===== config.mk =====
export PLATFORM = sky130hd
export DESIGN_NAME = horspool_stream_matcher
export DESIGN_NICKNAME = d
export VERILOG_FILES = /design/src/hw/rtl/hsm_pkg.sv /design/src/hw/rtl/hsm_regs.sv /design/src/hw/rtl/hsm_engine.sv /design/src/hw/rtl/horspool_stream_matcher.sv
export SDC_FILE = /design/constraint.sdc
export NUM_CORES = 1
export LEC_CHECK = 0
export BUFFER_PORTS_ARGS = -buffer_cell sky130_fd_sc_hd__buf_2
export CAP_MARGIN = 5
export CELL_PAD_IN_SITES_DETAIL_PLACEMENT = 2
export CELL_PAD_IN_SITES_GLOBAL_PLACEMENT = 2
export CORE_UTILIZATION = 42
export CTS_BUF_LIST = sky130_fd_sc_hd__clkbuf_4
export DETAILED_ROUTE_END_ITERATION = 8
export MAX_ROUTING_LAYER = met4
export PLACE_DENSITY_LB_ADDON = 0.1
export SYNTH_ARGS = -nofsm -noshare
export SYNTH_HDL_FRONTEND = slang
export SYNTH_SLANG_ARGS = --single-unit

===== constraint.sdc =====
create_clock -name clk -period 10 [get_ports clk]
set_input_delay 0.5 -clock clk [delete_from_list [all_inputs] [get_ports clk]]
set_output_delay 0.5 -clock clk [all_outputs]
set_load 0.02 [all_outputs]

===== src/hw/rtl/hsm_pkg.sv =====
// ============================================================================
// hsm_pkg
// Shared constants and types of the Horspool stream matcher: register map,
// configuration bundle and result record.
// ============================================================================
`timescale 1ns / 1ps

package hsm_pkg;

    // sizes fixed by the register map and the result format
    localparam int PAT_MAX_DEF = 16;
    localparam int PAT_BYTES   = 16;
    localparam int BYTE_W      = 8;
    localparam int POS_W       = 32;
    localparam int LEN_CFG_W   = 5;
    localparam int APB_ADDR_W  = 5;
    localparam int APB_DATA_W  = 64;

    // register indexes, one 8-byte slot each
    typedef enum logic [1:0] {
        REG_PAT_LOW  = 2'd0,
        REG_PAT_HIGH = 2'd1,
        REG_PAT_LEN  = 2'd2
    } cfg_reg_t;

    // configuration as seen by the engine
    typedef struct packed {
        logic [PAT_BYTES-1:0][BYTE_W-1:0] pattern;
        logic [LEN_CFG_W-1:0]             length;
        logic                             len_wr;
        logic [LEN_CFG_W-1:0]             len_wr_val;
    } cfg_t;

    // one comparison result
    typedef struct packed {
        logic [POS_W-1:0] pos;
        logic             last;
    } res_t;

endpackage


===== src/hw/rtl/hsm_regs.sv =====
// ============================================================================
// hsm_regs
// APB-style configuration registers: pattern bytes and pattern length.
// ============================================================================
`timescale 1ns / 1ps

module hsm_regs
    import hsm_pkg::*;
(
    input  logic                  clk,
    input  logic                  rst_n,
    input  logic                  psel,
    input  logic                  penable,
    input  logic                  pwrite,
    input  logic [APB_ADDR_W-1:0] paddr,
    input  logic [APB_DATA_W-1:0] pwdata,
    output logic [APB_DATA_W-1:0] prdata,
    output logic                  pready,
    output cfg_t                  cfg
);

    logic [APB_DATA_W-1:0] pat_low_reg;
    logic [APB_DATA_W-1:0] pat_high_reg;
    logic [LEN_CFG_W-1:0]  length_reg;
    logic                  wr_en;
    cfg_reg_t              reg_idx;

    assign pready  = 1'b1;
    assign wr_en   = psel && penable && pwrite && pready;
    assign reg_idx = cfg_reg_t'(paddr[4:3]);

    // register writes
    always_ff @(posedge clk or negedge rst_n)
    begin
        if (!rst_n)
        begin
            pat_low_reg  <= '0;
            pat_high_reg <= '0;
            length_reg   <= '0;
        end
        else if (wr_en)
        begin
            case (reg_idx)
                REG_PAT_LOW:  pat_low_reg  <= pwdata;
                REG_PAT_HIGH: pat_high_reg <= pwdata;
                REG_PAT_LEN:  length_reg   <= pwdata[LEN_CFG_W-1:0];
                default:      ;
            endcase
        end
    end

    // read mux
    always_comb
    begin
        case (reg_idx)
            REG_PAT_LOW:  prdata = pat_low_reg;
            REG_PAT_HIGH: prdata = pat_high_reg;
            REG_PAT_LEN:  prdata = APB_DATA_W'(length_reg);
            default:      prdata = '0;
        endcase
    end

    // configuration bundle for the engine
    assign cfg.pattern    = {pat_high_reg, pat_low_reg};
    assign cfg.length     = length_reg;
    assign cfg.len_wr     = wr_en && (reg_idx == REG_PAT_LEN);
    assign cfg.len_wr_val = pwdata[LEN_CFG_W-1:0];

endmodule


===== src/hw/rtl/hsm_engine.sv =====
// ============================================================================
// hsm_engine
// Text window, stream counters and the sequencer that drives one byte
// comparator right to left over the current alignment.
// ============================================================================
`timescale 1ns / 1ps

module hsm_engine
    import hsm_pkg::*;
#(
    parameter int MAX_PATTERN = PAT_MAX_DEF
)
(
    input  logic              clk,
    input  logic              rst_n,
    input  cfg_t              cfg,
    input  logic              s_tvalid,
    output logic              s_tready,
    input  logic [BYTE_W-1:0] s_tdata,
    output logic              res_valid,
    input  logic              res_ready,
    output res_t              res
);

    localparam int IDX_W = (MAX_PATTERN > 1) ? $clog2(MAX_PATTERN) : 1;
    localparam int LEN_W = $clog2(MAX_PATTERN + 1);

    typedef enum logic [1:0] {
        ST_IDLE = 2'b01,
        ST_CMP  = 2'b10
    } eng_state_t;

    eng_state_t        state_reg;
    logic [BYTE_W-1:0] window_reg [MAX_PATTERN];
    logic [POS_W-1:0]  seen_reg;
    logic [POS_W-1:0]  align_reg;
    logic [IDX_W-1:0]  back_reg;

    logic [LEN_W-1:0]  eff_len;
    logic              in_fire;
    logic              res_fire;
    logic              exhausted;
    logic [POS_W-1:0]  seen_inc;
    logic [POS_W-1:0]  floor_len;
    logic [POS_W-1:0]  target;
    logic [IDX_W-1:0]  pat_idx;
    logic [BYTE_W-1:0] win_byte;
    logic [BYTE_W-1:0] pat_byte;
    logic              miss;
    logic              last;
    logic [LEN_W-1:0]  bc_shift;
    logic [LEN_W-1:0]  advance;
    logic [POS_W:0]    align_sum;
    logic [POS_W-1:0]  align_adv;

    // effective length, clamped to the window depth
    always_comb
    begin
        if (cfg.length > LEN_CFG_W'(MAX_PATTERN))
            eff_len = LEN_W'(MAX_PATTERN);
        else
            eff_len = cfg.length[LEN_W-1:0];
    end

    assign s_tready  = (state_reg == ST_IDLE);
    assign in_fire   = s_tvalid && s_tready;
    assign res_valid = (state_reg == ST_CMP);
    assign res_fire  = res_valid && res_ready;

    // alignment target for the incoming byte
    assign exhausted = (seen_reg == '1);
    assign seen_inc  = seen_reg + POS_W'(1);
    assign floor_len = (align_reg < POS_W'(eff_len)) ? POS_W'(eff_len) : align_reg;
    assign target    = (floor_len < seen_inc) ? seen_inc : floor_len;

    // shared comparator: window byte against pattern byte
    assign pat_idx  = IDX_W'(eff_len - LEN_W'(1) - LEN_W'(back_reg));
    assign win_byte = window_reg[back_reg];
    assign pat_byte = cfg.pattern[pat_idx];
    assign miss     = (win_byte != pat_byte);
    assign last     = miss || (LEN_W'(back_reg) == eff_len - LEN_W'(1));

    // bad-character distance of the newest byte, rightmost occurrence wins
    always_comb
    begin
        bc_shift = eff_len;
        for (int i = 0; i < MAX_PATTERN - 1; i++)
        begin
            if ((LEN_W'(i + 1) < eff_len) && (cfg.pattern[i] == window_reg[0]))
                bc_shift = eff_len - LEN_W'(1) - LEN_W'(i);
        end
    end

    // saturating alignment advance
    assign advance   = miss ? bc_shift : eff_len;
    assign align_sum = {1'b0, align_reg} + (POS_W + 1)'(advance);
    assign align_adv = align_sum[POS_W] ? '1 : align_sum[POS_W-1:0];

    assign res.pos  = seen_reg - POS_W'(back_reg);
    assign res.last = last;

    // text window
    always_ff @(posedge clk or negedge rst_n)
    begin
        if (!rst_n)
        begin
            for (int i = 0; i < MAX_PATTERN; i++)
                window_reg[i] <= '0;
        end
        else if (in_fire)
        begin
            window_reg[0] <= s_tdata;
            for (int i = 1; i < MAX_PATTERN; i++)
                window_reg[i] <= window_reg[i-1];
        end
    end

    // sequencer and counters
    always_ff @(posedge clk or negedge rst_n)
    begin
        if (!rst_n)
        begin
            state_reg <= ST_IDLE;
            seen_reg  <= '0;
            align_reg <= '0;
            back_reg  <= '0;
        end
        else
        begin
            case (state_reg)
                ST_IDLE:
                begin
                    if (in_fire)
                    begin
                        if (!exhausted)
                        begin
                            seen_reg <= seen_inc;
                            if (eff_len != '0)
                            begin
                                align_reg <= target;
                                if (target == seen_inc)
                                begin
                                    back_reg  <= '0;
                                    state_reg <= ST_CMP;
                                end
                            end
                        end
                    end
                    else if (cfg.len_wr && (seen_reg == '0))
                    begin
                        align_reg <= POS_W'(cfg.len_wr_val);
                    end
                end
                ST_CMP:
                begin
                    if (res_fire)
                    begin
                        if (last)
                        begin
                            align_reg <= align_adv;
                            state_reg <= ST_IDLE;
                        end
                        else
                        begin
                            back_reg <= back_reg + IDX_W'(1);
                        end
                    end
                end
                default:
                begin
                    state_reg <= ST_IDLE;
                end
            endcase
        end
    end

    // the final result of a run always returns the sequencer to idle
    assert property (@(posedge clk) disable iff (!rst_n)
        (res_fire && last) |=> (state_reg == ST_IDLE))
        else $error("sequencer did not return to idle after the last result");

    // reported positions are 1-based
    assert property (@(posedge clk) disable iff (!rst_n)
        res_valid |-> (res.pos != '0))
        else $error("zero position reported");

    // comparison offset stays inside the pattern
    assert property (@(posedge clk) disable iff (!rst_n)
        res_valid |-> (LEN_W'(back_reg) < eff_len))
        else $error("comparison offset beyond pattern length");

    // the byte counter never moves backward
    assert property (@(posedge clk) disable iff (!rst_n)
        ##1 (seen_reg >= $past(seen_reg)))
        else $error("byte counter decreased");

endmodule


===== src/hw/rtl/horspool_stream_matcher.sv =====
// ============================================================================
// horspool_stream_matcher
// Streaming Horspool search: text bytes in, one position per compared byte out.
// ============================================================================
// Usage:
//   s_tvalid/s_tready/s_tdata carry one text byte per transfer. Each byte
//   that lands on the current alignment end starts a right-to-left compare
//   against the configured pattern; every compared byte yields one transfer
//   on m_tvalid/m_tready with its 1-based stream position in m_tdata, and
//   m_tlast marks the last result of that byte (mismatch or full match).
//   The APB port holds pattern_low (0x00), pattern_high (0x08) and
//   pattern_length (0x10); length zero disables matching.
// Flow:
//   a byte that causes no results leaves s_tready high. A byte that starts
//   a compare holds s_tready low until its last result has been handed
//   over, comparing 1 to 16 bytes, since a single byte comparator steps
//   through the alignment; results pass through the output register.
// Reset:
//   clears the configuration registers, the window and the byte counter; no clearing pass.
// Stall:
//   with the output register full and m_tready low, the register holds and
//   the compare pauses; a new byte is taken once the compare is handed over.
// ============================================================================
`timescale 1ns / 1ps

module horspool_stream_matcher
    import hsm_pkg::*;
#(
    parameter int MAX_PATTERN = PAT_MAX_DEF
)
(
    input  logic                  clk,
    input  logic                  rst_n,
    // text input
    input  logic                  s_tvalid,
    output logic                  s_tready,
    input  logic [BYTE_W-1:0]     s_tdata,   // [7:0] text_byte
    // results
    output logic                  m_tvalid,
    input  logic                  m_tready,
    output logic [POS_W-1:0]      m_tdata,   // [31:0] position
    output logic                  m_tlast,   // last_of_run
    // configuration
    input  logic                  psel,
    input  logic                  penable,
    input  logic                  pwrite,
    input  logic [APB_ADDR_W-1:0] paddr,
    input  logic [APB_DATA_W-1:0] pwdata,
    output logic [APB_DATA_W-1:0] prdata,
    output logic                  pready
);

    cfg_t cfg;
    res_t res;
    logic res_valid;
    logic res_ready;
    logic out_valid_reg;
    res_t out_data_reg;

    hsm_regs u_regs (
        .clk     (clk),
        .rst_n   (rst_n),
        .psel    (psel),
        .penable (penable),
        .pwrite  (pwrite),
        .paddr   (paddr),
        .pwdata  (pwdata),
        .prdata  (prdata),
        .pready  (pready),
        .cfg     (cfg)
    );

    hsm_engine #(
        .MAX_PATTERN (MAX_PATTERN)
    ) u_engine (
        .clk       (clk),
        .rst_n     (rst_n),
        .cfg       (cfg),
        .s_tvalid  (s_tvalid),
        .s_tready  (s_tready),
        .s_tdata   (s_tdata),
        .res_valid (res_valid),
        .res_ready (res_ready),
        .res       (res)
    );

    // output register, refilled in the cycle its transfer completes
    assign res_ready = !out_valid_reg || m_tready;

    always_ff @(posedge clk or negedge rst_n)
    begin
        if (!rst_n)
        begin
            out_valid_reg <= 1'b0;
        end
        else if (res_ready)
        begin
            out_valid_reg <= res_valid;
        end
    end

    always_ff @(posedge clk)
    begin
        if (res_valid && res_ready)
            out_data_reg <= res;
    end

    assign m_tvalid = out_valid_reg;
    assign m_tdata  = out_data_reg.pos;
    assign m_tlast  = out_data_reg.last;

endmodule

After elaboration in Yosys (flattened, before gate mapping)
Cells that the tools add are included.
{ "totals": {"regBits": 365, "latchBits": 0, "ramBits": 0, "romBits": 0, "input_bits": 84, "mem_count": 0} }
{ "classes": {"add_sub_neg": 20, "multipliers": 0, "n_div": 0, "order_cmp": 20, "n_eq_ne": 33, "n_shift": 0, "mux": 47, "bitwise_logic": 2, "n_reduce_logical": 35} }
{ "op_table": {"columns": ["operator", "n"], "rows": [
  ["32-bit 2-to-1 mux", 9],
  ["64-bit one-hot mux with 3 select lines", 1],
  ["8-bit equality test", 15],
  ["5-bit 2-to-1 mux", 17],
  ["8-bit binary-select mux with 4-bit select", 2],
  ["32-bit one-hot mux with 2 select lines", 1],
  ["4-bit by 5-bit less-than comparator with 1-bit output, first input constant", 8],
  ["5-bit by 4-bit subtractor with 5-bit output, second input constant", 7],
  ["32-bit by 5-bit adder with 33-bit output", 1],
  ["32-bit by 1-bit adder with 32-bit output, second input constant", 1],
  ["32-bit equality test", 1],
  ["32-bit equality test, second input constant", 1],
  ["32-bit logical NOT", 1],
  ["32-bit less-than comparator", 1],
  ["32-bit by 5-bit less-than comparator with 1-bit output", 1],
  ["32-bit by 4-bit subtractor with 32-bit output", 1],
  ["4-bit 2-to-1 mux", 6],
  ["8-bit 2-to-1 mux", 3],
  ["1-bit logical AND", 21],
  ["3-bit by 5-bit less-than comparator with 1-bit output, first input constant", 4],
  ["5-bit by 3-bit subtractor with 5-bit output, second input constant", 4],
  ["2-bit 2-to-1 mux", 6],
  ["6-bit AND reduction", 2],
  ["2-bit by 5-bit less-than comparator with 1-bit output, first input constant", 2],
  ["other kinds (27)", 41]
]} }

Logic depth before layout (Yosys ltp)
{ "depth": {"ltp_word": 25, "mapped_depth": 33, "ltp_nobuf": 28} }

Hierarchy
From an unflattened synthesis, not the netlist that was laid out.
{ "hier_totals": {"hier_cells": 2604, "area_unflattened_um2": 24558.6} }
{ "modules_own_cells": {"columns": ["mod", "instances", "cells_each", "area_per_inst_um2", "seq_area_each_um2"], "rows": [
  ["hsm_engine", 1, 2126, 17471.8, 4956.0],
  ["hsm_regs", 1, 441, 6042.0, 3328.2],
  ["horspool_stream_matcher", 1, 37, 1044.8, 1016.0]
]} }

Worst setup path before layout
OpenSTA, ideal clock, no wires.
{ "synth_timing": {"path_kind": "reg-to-reg", "from": "register u_regs.length_reg[0]", "to": "register u_engine.align_reg[5]", "setup_time_ps": 94, "t_arrival_ps": 7442, "t_required_ps": 9906, "setup_slack_ps": 2464, "stages_incl_launch_ff": 32, "synth_period_minus_slack_ps": 7536, "cell_sequence": "dfrtp_1 -> clkbuf_1 -> nor2b_1 -> inv_1 -> ha_1 -> clkbuf_1 -> xnor2_1 -> inv_1 -> ha_1 -> xor2_1 -> clkbuf_1 -> mux2i_1 -> mux2i_1 -> xor2_1 -> nor4_1 -> and4_1 -> buf_2 -> o21ai_0 -> nand2b_1 -> ha_1 -> inv_1 -> fa_1 -> nor2b_1 -> o21ai_0 -> a21boi_1 -> o21ai_1 -> or4_1 -> or2_2 -> clkbuf_1 -> a31oi_1 -> a21oi_1 -> a211oi_1"} }
{ "synth_between": {"elab_chain_len": 25, "elab_cells_between_ends": 85, "classes_between": "add/sub: 17; order compare: 18; eq/ne: 4; mux: 28; reduce/logical: 18"} }
{ "synth_rtl": {"columns": ["element", "line_no", "text"], "rows": [
  ["start: declaration", "hsm_regs.sv:24", "logic [LEN_CFG_W-1:0] length_reg;"],
  ["start signal: assignment", "hsm_regs.sv:46", "REG_PAT_LEN: length_reg <= pwdata[LEN_CFG_W-1:0];"],
  ["5-bit greater-than comparator", "hsm_engine.sv:59", "if (cfg.length > LEN_CFG_W'(MAX_PATTERN))"],
  ["5-bit 2-to-1 mux *", "hsm_engine.sv:59", null],
  ["parallel branches: the longest is 23 deep, another holds 5-bit by 1-bit subtractor with 5-bit output", null, null],
  ["end signal: assignment", "hsm_engine.sv:140", "align_reg <= target;"],
  ["end signal: assignment", "hsm_engine.sv:151", "align_reg <= POS_W'(cfg.len_wr_val);"],
  ["end signal: assignment", "hsm_engine.sv:160", "align_reg <= align_adv;"],
  ["end: declaration", "hsm_engine.sv:36", "logic [POS_W-1:0] align_reg;"]
]} }
Every way passes the cells marked *. The select of a mux whose other input is x is not followed.
A chain may end at the register's enable or synchronous reset.

Worst setup path in the final report
{ "layout_timing": {"from": "register u_regs.length_reg[0]", "to": "register u_engine.align_reg[15]"} }
Same word-level chain as after synthesis.

==> summary.md <==
| Metric | Value |
|---|---|
| Vias in the first global route | approximately 23000 |
| Count of endpoints failing setup in the final report | 0 |
| Fmax | 111.7 MHz |
| Final routed wire length divided by cell count | approximately 29 µm |
| Worst hold-check path type | input port to flip-flop |
| Combinational group share of total power | 47.3% |
| Simple logic cell fraction of the synthesized area | 12.46% |
| Sequential-to-total area share from yosys stat | 38.15% |
| Total internal power | 4.154 mW |
| Largest net degree at the start of global routing | 86 |
| Critical path class | flip-flop to flip-flop |
| Layout Area Growth over Synthesis | 14.56% |
| CORE AREA | 0.05682 mm² |
| Measured slew at the worst slew-check pin | between 1 and 1.5 ns |
| Post-cts gate resize count | 0 |
| Most used cell, CP | buf_4 |
| Status | complete, no violations |
| Max reg flops | 128 |
| I/O pin count | 184 |
| Largest vdd supply drop | 0.1640 mV |
| Post-synthesis average cell area | 10.50 µm² |
| Net Sw Frac | 44.53% |
| Power Dens Cells | 268.2 mW/mm² |
| CTS tree | yes |
| Die width | 242.9 µm |
| Nature of the critical path endpoint | flip-flop |
| Post-Route Skew | 0.09217 ns |
| Wire length of the first global-routing pass | 146400 µm |
| Part of the cycle the worst path needs | 89.49% |
| Count of flip-flops with a built-in enable after synthesis | 33 |
| Maximum net fanout on the critical path | 14 |
| H-tree levels | 3 |
| Floorplan die height | 242.9 µm |
| Synth Cell Area | 0.02438 mm² |
| Number of nets in the synthesized netlist | 2476 |
| Grt total ovfl | 0 |
| Largest area contributor in the synthesized netlist | dfrtp_1 |
| Crit path DAT | 9.81 ns |
| Post-Synth XOR/XNOR Area | 9.742% |
| Area of all placed cells without fillers | 0.02793 mm² |
| Final estimated routing congestion in global placement | 0.8991 |
| Hold Vio Cnt, Final | 0 |
| Instance count after placement with tap cells included | 3106 |
| Effective utilization at floorplan | approximately 43% |
| Post-synthesis async set-or-reset flop share | 90.96% |
| Power dissipated by switching net loads | about 3.3 mW |
| P_leak | 12.25 nW |
| Util after Layout | 49.15% |
| Internal reg-to-reg setup slack | 1.05 ns |
| Share of synthesized area spent on multiplexers | 23.39% |
| Number of buffers added for setup after CTS | 0 |
| Clock share of power | approximately a fifth |
| Adder-cell area share of the yosys netlist | 3.685% |
| Cell chosen for the clock root | clkbuf_4 |
| Reg2reg path depth | 32 |
| Startpoint type of the worst setup path | flip-flop |
| Cell count after synthesis | 2322 |
| Register bit count reported by yosys | 365 |
| Tmin final | 8.949 ns |
| Largest cells by area after synthesis | dfrtp_1 (34%), mux2_2 (13%), mux4_2 (6.7%), xnor2_1 (5.1%), edfxtp_1 (4.1%) |
| DPL Wire Length | around 64000 µm |
| Library cell contributing the largest single delay on the critical path | xnor3_1 |
| Dominant combinational cell family by area after synthesis | multiplexers |
| Length of the first detailed-routing pass in iterations | 5 |
| Total wirelength of the detailed-routed design | 96050 µm |
| Worst min-delay path startpoint | m_tready |
| Hold Path Depth | 3 |
| Count of clock tree sinks | 365 |
| Number of nets in the layout | 2682 |
| Overall global routing resource usage | 33.67% |
| Critical path's largest stage delay | 0.62 ns |
| ANT nets after route | 0 |
| Floorplan row count | 87 |
| Required time at the worst-slack endpoint | 10.86 ns |
| Count of placed standard cells in the final layout, fillers left out | 3368 |
| Synth Area in Compound Gates | 8.577% |
| Area share of the largest cell type after synthesis | approximately 34% |
| Maximum clock path buffer count | 3 |
| Final Total Pwr | 7.489 mW |
| Clk Latency, worst-skew pair | 0.96 ns |
| Rel. slew slack | 26.28% |
| RSZ-0062 raised after global routing | false |
| Yosys Warn Count | 0 |
| Startpoint of the lowest-slack register-to-register path | u_regs.length_reg[0]$_DFFE_PN0P_ |
| Endpoint of the worst hold path | m_tvalid$_DFFE_PN0N_ |
| Total negative setup slack | 0 ns |
| Clock transition at the registers of the reported paths | 0.07 ns |
| Max-cap violation count | 0 |
| Share of layout cells above drive strength 1 | 29.30% |
| Most common flop cell mapped by yosys | dfrtp_1 |
| DRC violations left | 0 |
| Hold-fix buffers at CTS | 73 |
| Iteration-0 DRC count of the detailed router | 1286 |
| Antenna violations before repair | 2 |
| Die Footprint | 0.05901 mm² |
| Number of buffers added by the clock tree synthesis step | approximately 100 |
| Worst Slack Setup Final | 1.051 ns |
| Number of max-slew violations in the final report | 0 |
| Crit Reg-Reg Endpoint | u_engine.align_reg[15]$_DFFE_PN0P_ |
| Seq pwr share | 33.3% |
| Setup Slack @ Placement | 1.222 ns |
| Cell area after placement | 0.02587 mm² |
| Number of unique standard cell types used by synthesis | 85 |
| Worst hold-check slack | 0.08146 ns |
| Via total after detailed routing | 20409 |
| Detailed-route vias per instance | between 6 and 7 |
| Port bufs | 179 |
synth_stat cells (41+ instances only):
library cell and number:
mux2i_1 99, nand3_1 51, nand2_1 149, mux4_2 72, a21oi_1 66, inv_1 41, o21ai_0 78, mux2_2 271
xor2_1 112, nor2_1 163, xnor2_1 141, ha_1 67, dfrtp_1 331, nor4_1 42, nand4_1 42, clkbuf_1 159
layout make-up:
type                            count  area, µm²
Antenna cell                        8      20.02
Clock inverter                     36      217.7
Clock buffer                      145       1089
Tap cell                          756      945.9
Fill cell                        5862      28900
Inverter                           43      161.4
Multi-Input combinational cell   1710      14150
Timing Repair Buffer              305       2037
Sequential cell                   365       9303
cells by family after synthesis:
kind of cell / Yosys count
simple gates: 613
fa+ha+maj: 70
buf+inv: 247
other cells: 1
flops: 365
compound gates: 321
mux: 445
xor+xnor: 260
worst max-delay path, delay by kind of cell, from the launching register on:
kind / cells / cell delay [ns]
multiplexers: 1 / 0.36
AO/OA/AOI/OAI: 8 / 1.23
AND/OR/NAND/NOR: 10 / 2.99
flip-flops: 1 / 0.57
adder cells (fa/ha/maj): 4 / 1.45
XOR/XNOR: 2 / 0.83
buffers and inverters: 7 / 1.48
power groups by stage:
stage	Clock [mW]	Combinational [mW]	Sequential (mW)
floorplan	0	2.42	2.25
global placement	0	3.25	2.40
detailed placement	0	3.41	2.47
CTS	1.47	3.46	2.44
global route	1.56	3.77	2.53
finish	1.45	3.54	2.49
metal layers:
layer	wire [µm]	vias to the layer above	part of all wire (%)	track usage [%]
met3	4286	188	4.5	5.086
met4	2979	0	3.1	11.27
li1	-	8881	-	-
met5	0	-	0	-
met2	49840	637	52	58.32
met1	38950	10703	41	39.84
placed cells by master, fill, tap and decap left out, types with 51 or more instances in the layout:
| cell type | n |
|---|---|
| mux2i_1 | 99 |
| ha_1 | 66 |
| xnor2_1 | 141 |
| dlygate4sd3_1 | 73 |
| nand3_1 | 51 |
| a21oi_1 | 66 |
| xor2_1 | 112 |
| dfrtp_1 | 329 |
| mux4_2 | 72 |
| clkbuf_4 | 145 |
| o21ai_0 | 78 |
| nor2_1 | 162 |
| buf_4 | 54 |
| buf_2 | 177 |
| mux2_2 | 271 |
| nand2_1 | 147 |
worst max-delay path by stage:
stage / endpoint / startpoint / cells past startpoint
global placement: u_engine.align_reg[15]$_DFFE_PN0P_ / u_regs.length_reg[0]$_DFFE_PN0P_ / 32
finish: u_engine.align_reg[15]$_DFFE_PN0P_ / u_regs.length_reg[0]$_DFFE_PN0P_ / 32
floorplan: u_engine.align_reg[5]$_DFFE_PN0P_ / u_regs.length_reg[0]$_DFFE_PN0P_ / 31
detailed placement: u_engine.align_reg[15]$_DFFE_PN0P_ / u_regs.length_reg[0]$_DFFE_PN0P_ / 32
CTS: u_engine.align_reg[15]$_DFFE_PN0P_ / u_regs.length_reg[0]$_DFFE_PN0P_ / 32
global route: u_engine.align_reg[15]$_DFFE_PN0P_ / u_regs.length_reg[0]$_DFFE_PN0P_ / 32
Power figures use the tool's default switching activity.
